<file path="src/hw/rtl/mbs_pkg.sv">
package mbs_pkg;

  localparam int unsigned MAX_LINE = 4096;
  localparam int unsigned MAX_CELL = 8;

  localparam int unsigned POS_W   = $clog2(MAX_LINE);      // raster and cell counters
  localparam int unsigned LEN_W   = POS_W + 1;             // line length, window size
  localparam int unsigned PHASE_W = $clog2(MAX_CELL);      // phase within a cell
  localparam int unsigned CELL_W  = PHASE_W + 1;           // mosaic size register
  localparam int unsigned BAND_W  = 2 * PHASE_W;
  localparam int unsigned PIX_W   = 8;
  localparam int unsigned CFG_W   = LEN_W;
  localparam int unsigned CFG_IDX_W = 3;

  localparam logic [LEN_W-1:0]   FRAME_WIDTH_RST   = LEN_W'(2048);
  localparam logic [PHASE_W-1:0] WINDOW_X_RST      = '0;
  localparam logic [PHASE_W-1:0] WINDOW_Y_RST      = '0;
  localparam logic [LEN_W-1:0]   WINDOW_WIDTH_RST  = LEN_W'(2048);
  localparam logic [LEN_W-1:0]   WINDOW_HEIGHT_RST = LEN_W'(1088);
  localparam logic [CELL_W-1:0]  MOSAIC_SIZE_RST   = CELL_W'(4);

  typedef enum logic [CFG_IDX_W-1:0] {
    CFG_FRAME_WIDTH   = 3'd0,
    CFG_WINDOW_X      = 3'd1,
    CFG_WINDOW_Y      = 3'd2,
    CFG_WINDOW_WIDTH  = 3'd3,
    CFG_WINDOW_HEIGHT = 3'd4,
    CFG_MOSAIC_SIZE   = 3'd5
  } cfg_idx_e;

  typedef struct packed {
    logic [PIX_W-1:0] pixel_in;
    logic             frame_start;
  } in_t;

  typedef struct packed {
    logic [BAND_W-1:0] band_index;
    logic [POS_W-1:0]  sub_col;
    logic [POS_W-1:0]  sub_row;
    logic [PIX_W-1:0]  pixel_out;
  } out_t;

endpackage

</file>
<file path="src/hw/rtl/mosaic_band_splitter_top.sv">
// Mosaic band splitter: sorts the raster stream of a snapshot multispectral
// sensor into spectral bands.
//
// Input channel (in_valid_i / in_ready_o / in_data_i): one raw pixel per
// transfer in raster order; frame_start marks the first pixel of a frame and
// clears the raster, phase and cell counters before that pixel is handled.
// Output channel (out_valid_o / out_ready_i / out_data_o): one transfer for
// each pixel inside the configured window, carrying its band index, its
// column and row in the band sub-image and the pixel value. Pixels outside
// the window produce nothing.
// Configuration: cfg_we_i writes cfg_data_i into register cfg_index_i; write
// only while the block is idle.
//
// A result is valid in the cycle after its input transfer. Throughput is one
// pixel per cycle: the counter update and band compute sit between the
// counter registers and a single output register, which is refilled in the
// same cycle it is drained. While the receiver stalls with a result pending,
// in_ready_o drops and the result holds. Reset clears all counters, empties
// the output register and loads the configuration defaults.
module mosaic_band_splitter_top (
  input  logic                              clk_i,
  input  logic                              rst_ni,
  input  logic                              in_valid_i,
  output logic                              in_ready_o,
  input  mbs_pkg::in_t                      in_data_i,
  output logic                              out_valid_o,
  input  logic                              out_ready_i,
  output mbs_pkg::out_t                     out_data_o,
  input  logic                              cfg_we_i,
  input  logic [mbs_pkg::CFG_IDX_W-1:0]     cfg_index_i,
  input  logic [mbs_pkg::CFG_W-1:0]         cfg_data_i
);
  import mbs_pkg::*;

  // configuration
  logic [LEN_W-1:0]   frame_width_q, window_width_q, window_height_q;
  logic [PHASE_W-1:0] window_x_q, window_y_q;
  logic [CELL_W-1:0]  mosaic_size_q;

  // counters
  logic [POS_W-1:0]   raster_col_q, raster_col_d, raster_row_q, raster_row_d;
  logic [PHASE_W-1:0] phase_col_q, phase_col_d, phase_row_q, phase_row_d;
  logic [POS_W-1:0]   cell_col_q, cell_col_d, cell_row_q, cell_row_d;

  // output register
  logic out_valid_q, out_valid_d;
  out_t out_data_q, out_data_d;

  // counters as seen by the current pixel (cleared on frame start)
  logic [POS_W-1:0]   rc, rr, cc, cr;
  logic [PHASE_W-1:0] pc, pr;
  logic [CELL_W-1:0]  cell_n;
  logic [LEN_W-1:0]   line_len;
  logic [LEN_W:0]     x_end, y_end;
  logic               cin, rin, pc_wrap, pr_wrap, line_end, row_last, in_xfer;
  logic [2*CELL_W-1:0] band_full;

  assign in_ready_o = !out_valid_q || out_ready_i;
  assign in_xfer    = in_valid_i && in_ready_o;

  always_comb begin
    rc = in_data_i.frame_start ? '0 : raster_col_q;
    rr = in_data_i.frame_start ? '0 : raster_row_q;
    pc = in_data_i.frame_start ? '0 : phase_col_q;
    pr = in_data_i.frame_start ? '0 : phase_row_q;
    cc = in_data_i.frame_start ? '0 : cell_col_q;
    cr = in_data_i.frame_start ? '0 : cell_row_q;

    // clamp mosaic size and line length into their legal ranges
    if (mosaic_size_q == '0) begin
      cell_n = CELL_W'(1);
    end else if (mosaic_size_q > CELL_W'(MAX_CELL)) begin
      cell_n = CELL_W'(MAX_CELL);
    end else begin
      cell_n = mosaic_size_q;
    end
    if (frame_width_q == '0) begin
      line_len = LEN_W'(1);
    end else if (frame_width_q > LEN_W'(MAX_LINE)) begin
      line_len = LEN_W'(MAX_LINE);
    end else begin
      line_len = frame_width_q;
    end

    x_end = (LEN_W+1)'(window_x_q) + (LEN_W+1)'(window_width_q);
    y_end = (LEN_W+1)'(window_y_q) + (LEN_W+1)'(window_height_q);
    cin   = (rc >= POS_W'(window_x_q)) && ((LEN_W+1)'(rc) < x_end);
    rin   = (rr >= POS_W'(window_y_q)) && ((LEN_W+1)'(rr) < y_end);

    pc_wrap  = (CELL_W'(pc) + CELL_W'(1)) >= cell_n;
    pr_wrap  = (CELL_W'(pr) + CELL_W'(1)) >= cell_n;
    line_end = (LEN_W'(rc) + LEN_W'(1)) >= line_len;
    row_last = (rr == POS_W'(MAX_LINE - 1));

    band_full = (2*CELL_W)'(pr) * (2*CELL_W)'(cell_n) + (2*CELL_W)'(pc);

    // column counters
    if (line_end) begin
      raster_col_d = '0;
      phase_col_d  = '0;
      cell_col_d   = '0;
    end else begin
      raster_col_d = rc + POS_W'(1);
      phase_col_d  = pc;
      cell_col_d   = cc;
      if (cin) begin
        phase_col_d = pc_wrap ? '0 : pc + PHASE_W'(1);
        cell_col_d  = pc_wrap ? cc + POS_W'(1) : cc;
      end
    end

    // row counters advance at line end, row phase only inside the window
    raster_row_d = rr;
    phase_row_d  = pr;
    cell_row_d   = cr;
    if (line_end) begin
      if (row_last) begin
        raster_row_d = '0;
        phase_row_d  = '0;
        cell_row_d   = '0;
      end else begin
        raster_row_d = rr + POS_W'(1);
        if (rin) begin
          phase_row_d = pr_wrap ? '0 : pr + PHASE_W'(1);
          cell_row_d  = pr_wrap ? cr + POS_W'(1) : cr;
        end
      end
    end

    out_data_d.band_index = band_full[BAND_W-1:0];
    out_data_d.sub_col    = cc;
    out_data_d.sub_row    = cr;
    out_data_d.pixel_out  = in_data_i.pixel_in;

    if (in_xfer) begin
      out_valid_d = cin && rin;
    end else if (out_ready_i) begin
      out_valid_d = 1'b0;
    end else begin
      out_valid_d = out_valid_q;
    end
  end

  always_ff @(posedge clk_i or negedge rst_ni) begin
    if (!rst_ni) begin
      frame_width_q   <= FRAME_WIDTH_RST;
      window_x_q      <= WINDOW_X_RST;
      window_y_q      <= WINDOW_Y_RST;
      window_width_q  <= WINDOW_WIDTH_RST;
      window_height_q <= WINDOW_HEIGHT_RST;
      mosaic_size_q   <= MOSAIC_SIZE_RST;
      raster_col_q    <= '0;
      raster_row_q    <= '0;
      phase_col_q     <= '0;
      phase_row_q     <= '0;
      cell_col_q      <= '0;
      cell_row_q      <= '0;
      out_valid_q     <= 1'b0;
    end else begin
      if (cfg_we_i) begin
        unique case (cfg_idx_e'(cfg_index_i))
          CFG_FRAME_WIDTH:   frame_width_q   <= cfg_data_i[LEN_W-1:0];
          CFG_WINDOW_X:      window_x_q      <= cfg_data_i[PHASE_W-1:0];
          CFG_WINDOW_Y:      window_y_q      <= cfg_data_i[PHASE_W-1:0];
          CFG_WINDOW_WIDTH:  window_width_q  <= cfg_data_i[LEN_W-1:0];
          CFG_WINDOW_HEIGHT: window_height_q <= cfg_data_i[LEN_W-1:0];
          CFG_MOSAIC_SIZE:   mosaic_size_q   <= cfg_data_i[CELL_W-1:0];
          default: ;
        endcase
      end
      if (in_xfer) begin
        raster_col_q <= raster_col_d;
        raster_row_q <= raster_row_d;
        phase_col_q  <= phase_col_d;
        phase_row_q  <= phase_row_d;
        cell_col_q   <= cell_col_d;
        cell_row_q   <= cell_row_d;
      end
      out_valid_q <= out_valid_d;
    end
  end

  // payload register, loaded on every input transfer
  always_ff @(posedge clk_i) begin
    if (in_xfer) begin
      out_data_q <= out_data_d;
    end
  end

  assign out_valid_o = out_valid_q;
  assign out_data_o  = out_data_q;

endmodule

</file>
<file path="config.mk">
export PLATFORM = sky130hd
export DESIGN_NAME = mosaic_band_splitter_top
export DESIGN_NICKNAME = d
export VERILOG_FILES = /design/src/hw/rtl/mbs_pkg.sv /design/src/hw/rtl/mosaic_band_splitter_top.sv
export SDC_FILE = /design/constraint.sdc
export NUM_CORES = 1
export LEC_CHECK = 0
export ABC_CLOCK_PERIOD_IN_PS = 6500
export BUFFER_PORTS_ARGS = -buffer_cell sky130_fd_sc_hd__buf_2
export CAP_MARGIN = 10
export CORE_ASPECT_RATIO = 2
export CORE_UTILIZATION = 25
export CTS_CLUSTER_SIZE = 8
export DETAILED_ROUTE_END_ITERATION = 10
export RECOVER_POWER = 25
export SLEW_MARGIN = 0
export SYNTH_ARGS = -nofsm -noshare
export SYNTH_HDL_FRONTEND = slang
export SYNTH_SLANG_ARGS = --single-unit
export TNS_END_PERCENT = 50
</file>
<file path="constraint.sdc">
create_clock -name clk_i -period 6.5 [get_ports clk_i]
set_clock_uncertainty 0.15 [all_clocks]
set_input_delay 0.65 -clock clk_i [delete_from_list [all_inputs] [get_ports clk_i]]
set_output_delay 0.65 -clock clk_i [all_outputs]
set_load 0.02 [all_outputs]
</file>
==> results_dict.tcl, run 1 <==
set metrics [dict create \
    gr-total-overflow 0 \
    critical_path_class "input port to flop" \
    synth_async_sr_flop_share_pct 73.2 \
    p_leak_nw 4.35 \
    synth_area_leaders "dfrtp_1 (28%), edfxtp_1 (13%), ha_1 (10%), mux2_2 (5.8%), nand2_1 (3.8%)" \
    clock-root-buffer "clkbuf_16" \
    critPathLaunchType "input port" \
    ir_drop_v 0.000156 \
    regArea_um2 3750 \
    ys.flop_type "dfrtp_1" \
    die_width_um 134 \
    cts_tree "done" \
    core_area_um2 34400 \
    hold_start "in_data_i[6]" \
    slew_violations 122 \
    drt-vias-per-instance 4.87 \
    critPathMaxStageDelay_ns 0.64 \
    postSynthAreaPerCell_um2 10.3 \
    final_common_cell "dfrtp_1" \
    first_global_vias 6896 \
    r2r_end "cell_col_q[6]" \
    max_freq_mhz 219 \
    clockBufferDepth 2 \
    reg2regPathDepth 14 \
    synth-seq-cells 142 \
    grt_use_total_pct 12.8 \
    cp_max_fo 58 \
    tns_ns 0 \
    initial_core_util_pct 25.4 \
    drt_iter0_markers 249 \
    ant_nets 0 \
    clock-sinks 142 \
    insertion_delay_ns 0.44 \
    hold_path.class "input port to flop" \
    crit_path_end_kind "flop" \
    placementRows 96 \
    crit_chain "clkbuf_1 > buf_4 > nand2b_1 > inv_1 > ha_1 > ha_1 > a2111oi_0 > nor3_1 > nand2_1 > nor3_2 > o21ai_0 > a32o_1" \
    synth_top_area_share_pct 28.3 \
    status "complete, but fails checks" \
    crit_slowest_cell "buf_4" \
    synth-edff-count 38 \
    syn_area_um2 8740 \
    yosys.area.top_type "dfrtp_1" \
    dp_hpwl_mm 16.8 \
    routed_wl_mm 21.9 \
    whs_endpoint "out_data_o[5]" \
    ctsResizeCount 0 \
    insertedDiodeCount 0 \
    cts_setup_buffers 0 \
    layout_common_cells "dfrtp_1 (99), nand2_1 (87), ha_1 (71), buf_2 (56)" \
    synth_cell_types 80 \
    instances_no_fill 1368 \
    rsz0062_at_grt "false" \
    cp.required_ns 6.68 \
    portBuffers 69 \
    finalCritPeriodShare_pct 70.3 \
    reg2reg_from "raster_col_q[2]" \
    whs_ns 0.229 \
    setup_viol 0 \
    n_fill_cell 3613 \
    area_growth_syn_to_layout_pct 16.0 \
    netlist_instances 850 \
    worst_ep_arrival_time_ns 4.75 \
    multi_input_comb_area_um2 4730 \
    hold_viol 0 \
    yosysSeqAreaShare_pct 42.9 \
    cts_made_buffers 17 \
    io_pins 70 \
    drc 0 \
    fin_nets 1021 \
    grt_pass1_wl_mm 35.1 \
    dp.cells 1336 \
    crit_buf_inv 3 \
    path_delay_family "simple AND/OR/NAND/NOR gates" \
    h-tree-depth 4 \
    drv_cap 3 \
    die-height_um 266 \
    r2r_slack_ns 2.25 \
    dieArea_um2 35800 \
    post-route-min-period_ns 4.57 \
    clkTransAtPathRegs_ns 0.06 \
    ctsHoldBuffers 0 \
    drt-pass1-iter-count 4 \
    post_drt_wl_per_cell_um 16.0 \
    drive_above_1_share_pct 18.3 \
    maxSlewHeadroom_pct -42.3 \
    yosysWarnings 0 \
    globalplace.congestion 0.858 \
    p_total_mw 2.79 \
    startpoint "in_data_i[0]" \
    cellPowerDensity_nw_per_um2 275 \
    synth_nets 957 \
    antenna_found_initial 1 \
    worst_path_most_repeated_cell "ha_1" \
    vias 6667 \
    whs_path_depth 1 \
    violations "capacitance limit, slew limit" \
    grt_max_degree 68 \
    worst_pin_slew_ns 2.13 \
]
==> cell families after synthesis <==
kind of cell               after synthesis  synth area share (%)
xor gates and xnor gates                44                  4.41
DFF                                    142                  42.9
adders and majority gates               77                  11.5
and+or+nand+nor                        324                  19.7
muxes                                   46                  5.91
buffers and inverters                   64                  3.12
AOI/OAI and AO/OA                      153                  12.4
==> metrics by stage <==
| stage | area [um^2] | util [%] | worst slack, ns |
|---|---|---|---|
| finish | 10100 | 29.5 | 1.93 |
| CTS | 10200 | 29.6 | 2.28 |
| floorplan | 8740 | - | 1.80 |
| detailed placement | 9560 | 27.8 | 1.81 |
| global placement | 9560 | 27.8 | 1.86 |
| global route | 10100 | 29.5 | 1.58 |
==> sequential cells by signal (all words and copies together), names as in the netlist, 12 cells and up <==
register         flops
raster_row_q        12
frame_width_q       13
cell_col_q          12
window_height_q     13
window_width_q      13
raster_col_q        12
cell_row_q          12
out_data_o          38
==> worst max-delay path by stage <==
| stage | to | depth (start not counted) |
|---|---|---|
| floorplan | cell_col_q[6] | 19 |
| global placement | cell_row_q[1] | 12 |
| detailed placement | cell_row_q[1] | 12 |
| CTS | cell_row_q[1] | 12 |
| global route | cell_row_q[1] | 12 |
| finish | cell_row_q[1] | 12 |
==> cell usage after synthesis (3+ instances only) <==
cell,n
dfrtp_1,99
nand2_1,88
ha_1,71
mux2_2,45
nor2b_1,45
nor2_1,44
edfxtp_1,38
nand3_1,36
o21ai_0,34
inv_1,33
xnor2_1,30
a21oi_1,29
nand2b_1,16
nand4_1,16
nor3_1,14
xor2_1,14
a21o_1,13
nor4_1,13
clkbuf_1,12
and3_1,11
buf_2,10
o211ai_1,9
a32o_1,8
o21ai_1,8
a31oi_1,7
fa_1,6
dfstp_2,5
or3_1,5
or4_1,5
a211o_1,4
a22o_1,4
nor3b_1,4
o31ai_1,4
a211oi_1,3
a221o_1,3
a311o_1,3
a31o_2,3
and2_1,3
and4_1,3
buf_1,3
buf_4,3
==> final cells by class <==
class,count,share of cell area (%)
multi-input combinational,644,46.6
sequential,142,37.0
tap,441,5.44
clock buffer,17,4.20
timing repair buffer,75,3.66
clock inverter,15,1.81
inverter,34,1.26
==> power breakdown <==
part / total [mW] / internal (mW) / switching (mW)
Clock: 1.03 / 0.609 / 0.417
Combinational: 0.632 / 0.255 / 0.377
Sequential: 1.13 / 1.04 / 0.0965
Total: 2.79 / 1.90 / 0.891
==> metal layers <==
layer  up-vias  share of wire [%]  global-route usage, %
met5         -              0.046                      0
met4         2                4.0                   7.26
met3        51                4.0                   2.87
met2       137                 57                   25.1
met1      3246                 35                   11.7
li1       3231                  -                      -
Power figures use the tool's default switching activity.
==> inputs of run 2 (changes only) <==
Settings changed: ABC_CLOCK_PERIOD_IN_PS 6500 to 4500.
Clock period 6.5 ns to 4.5 ns, I/O delays scaled along.
==> run 2 against run 1 <==
The run still ends with capacitance limit, slew limit left. Hold slack lost 0.20 ns. Sequential cell count is the same. Combinational power grew 50%. Via count grew 1.1%. Sequential share of layout area shrank 0.25 points. Cell count grew 0.80%. Critical path type is now flop to flop. Critical endpoint is now cell_col_q[6]. Largest cell class unchanged. Largest power group unchanged. Highest routed layer is now met4.
==> results_dict.tcl, run 2 (synthesized netlist as in run 1, its figures left out) <==
set metrics [dict create \
    status "complete, but fails checks" \
    violations "capacitance limit, slew limit" \
    p_seq_share_pct 41.5 \
    layout_common_cells "dfrtp_1 (99), nand2_1 (87), ha_1 (71), buf_2 (66), mux2_2 (45)" \
    area_growth_syn_to_layout_pct 16.8 \
    slew_violations 74 \
    finalCritPeriodShare_pct 92.3 \
    portBuffers 69 \
    maxSlewHeadroom_pct -30.4 \
    grt_use_total_pct 13.3 \
    p_total_mw 3.93 \
    dieArea_um2 35800 \
    cts_setup_buffers 0 \
    fin_nets 1032 \
    first_global_vias 7006 \
    globalplace.congestion 0.912 \
    n_fill_cell 3634 \
    post-route-min-period_ns 4.15 \
    hold_path.class "input port to flop" \
    reg2reg_from "raster_col_q[1]" \
    p_leak_nw 4.41 \
    drt-vias-per-instance 4.89 \
    post_drt_wl_per_cell_um 16.4 \
    drc 0 \
    cts_made_buffers 17 \
    pwr-share-comb_pct 24.1 \
    h-tree-depth 4 \
    tns_ns 0 \
    p_int_mw 2.66 \
    worst_ep_arrival_time_ns 4.38 \
    rsz0062_at_grt "false" \
    insertion_delay_ns 0.44 \
    ir_drop_v 0.000210 \
    p_clk_share_pct 34.5 \
    clockBufferDepth 2 \
    drt-pass1-iter-count 5 \
    clkTransAtPathRegs_ns 0.06 \
    core_area_um2 34400 \
    vias 6741 \
    critPathMaxStageDelay_ns 0.60 \
    critical_path_class "flop to flop" \
    ant_nets 0 \
    power_switching_mw 1.27 \
    whs_ns 0.0315 \
    die-height_um 266 \
    crit_slowest_cell "or4_1" \
    crit_path_end_kind "flop" \
    drv_cap 1 \
    dp.cells 1347 \
    hold_viol 0 \
    clock-root-buffer "clkbuf_16" \
    initial_core_util_pct 25.4 \
    clock-sinks 142 \
    dp_hpwl_mm 17.3 \
    cellPowerDensity_nw_per_um2 385 \
    final_common_cell "dfrtp_1" \
    setup_viol 0 \
    io_pins 70 \
    worst_pin_slew_ns 1.96 \
    final_util_pct 29.7 \
    ctsHoldBuffers 0 \
    ctsResizeCount 0 \
    critPathLaunchType "flop" \
    routed_wl_mm 22.6 \
    grt_max_degree 74 \
    grt_pass1_wl_mm 36.6 \
    max_freq_mhz 241 \
    cp_max_fo 10 \
    worst_path_most_repeated_cell "a21oi_1" \
    die_width_um 134 \
    cp.required_ns 4.73 \
    path_delay_family "simple AND/OR/NAND/NOR gates" \
    drt_iter0_markers 283 \
    hold_start "in_data_i[7]" \
    gr-total-overflow 0 \
    antenna_found_initial 0 \
    crit_chain "nor2b_2 > ha_1 > nand4_1 > or3_1 > a21oi_1 > ha_1 > a21oi_1 > o21ai_0 > a21oi_1 > o31a_1 > nand2_1 > or4_1 > nand3_1" \
    drive_above_1_share_pct 20.4 \
    cts_tree "done" \
    instances_no_fill 1379 \
    p_sw_share_pct 32.2 \
    crit_buf_inv 0 \
    startpoint "raster_col_q[1]" \
    placementRows 96 \
    insertedDiodeCount 0 \
    largest_reg_flops 38 \
]
run 2: routing by layer:
layer  share of wire (%)  routed length (um)  vias to the layer above  GRT usage [%]
met3                 4.6                1030                       53           3.08
li1                    -                   -                     3256              -
met2                  54               12300                      167           24.8
met5                   0                   0                        -              0
met4                 5.4                1210                        0           8.56
met1                  36                8050                     3265           12.9
run 2: worst register-to-register path: cells and delay by family (launching register included):
kind	cells	cell delay, ns
simple gates	6	1.86
fa+ha+maj	2	0.54
compound gates	5	1.14
flops	1	0.42
run 2: final cells by class:
cell class	instances	area (um^2)	area share [%]
multi-input cells	644	4740	46.4
flip-flops and latches	142	3750	36.7
well taps	441	552	5.41
repair buffers	86	483	4.73
clock buffers	20	447	4.38
inverters	34	128	1.25
clock inverters	12	113	1.10
run 2: final timing paths:
| check | end | slack, ns | cells after the start |
|---|---|---|---|
| max | cell_col_q[6] | 0.35 | 13 |
| min | out_data_o[6] | 0.03 | 1 |
| max reg2reg | cell_col_q[6] | 0.35 | 13 |
| min reg2reg | cell_row_q[0] | 0.35 | 2 |
| max in group asynchronous | window_width_q[11] | 2.41 | 2 |
| min in group asynchronous | cell_row_q[0] | 0.37 | 1 |
run 2: power groups by stage:
stage / Sequential [mW] / Combinational (mW) / Clock, mW
6_report: 1.63 / 0.946 / 1.36
5_1_grt: 1.65 / 1.07 / 1.45
4_1_cts: 1.63 / 0.963 / 1.39
3_5_place_dp: 1.65 / 0.955 / 0
3_3_place_gp: 1.65 / 0.928 / 0
2_1_floorplan: 1.66 / 0.637 / 0
run 2: metrics by stage:
step	instance area (um^2)	worst slack [ns]
floorplan	8740	0.0427
global placement	9650	0.228
detailed placement	9650	0.121
CTS	10200	0.319
global route	10200	0.0171
finish	10200	0.345
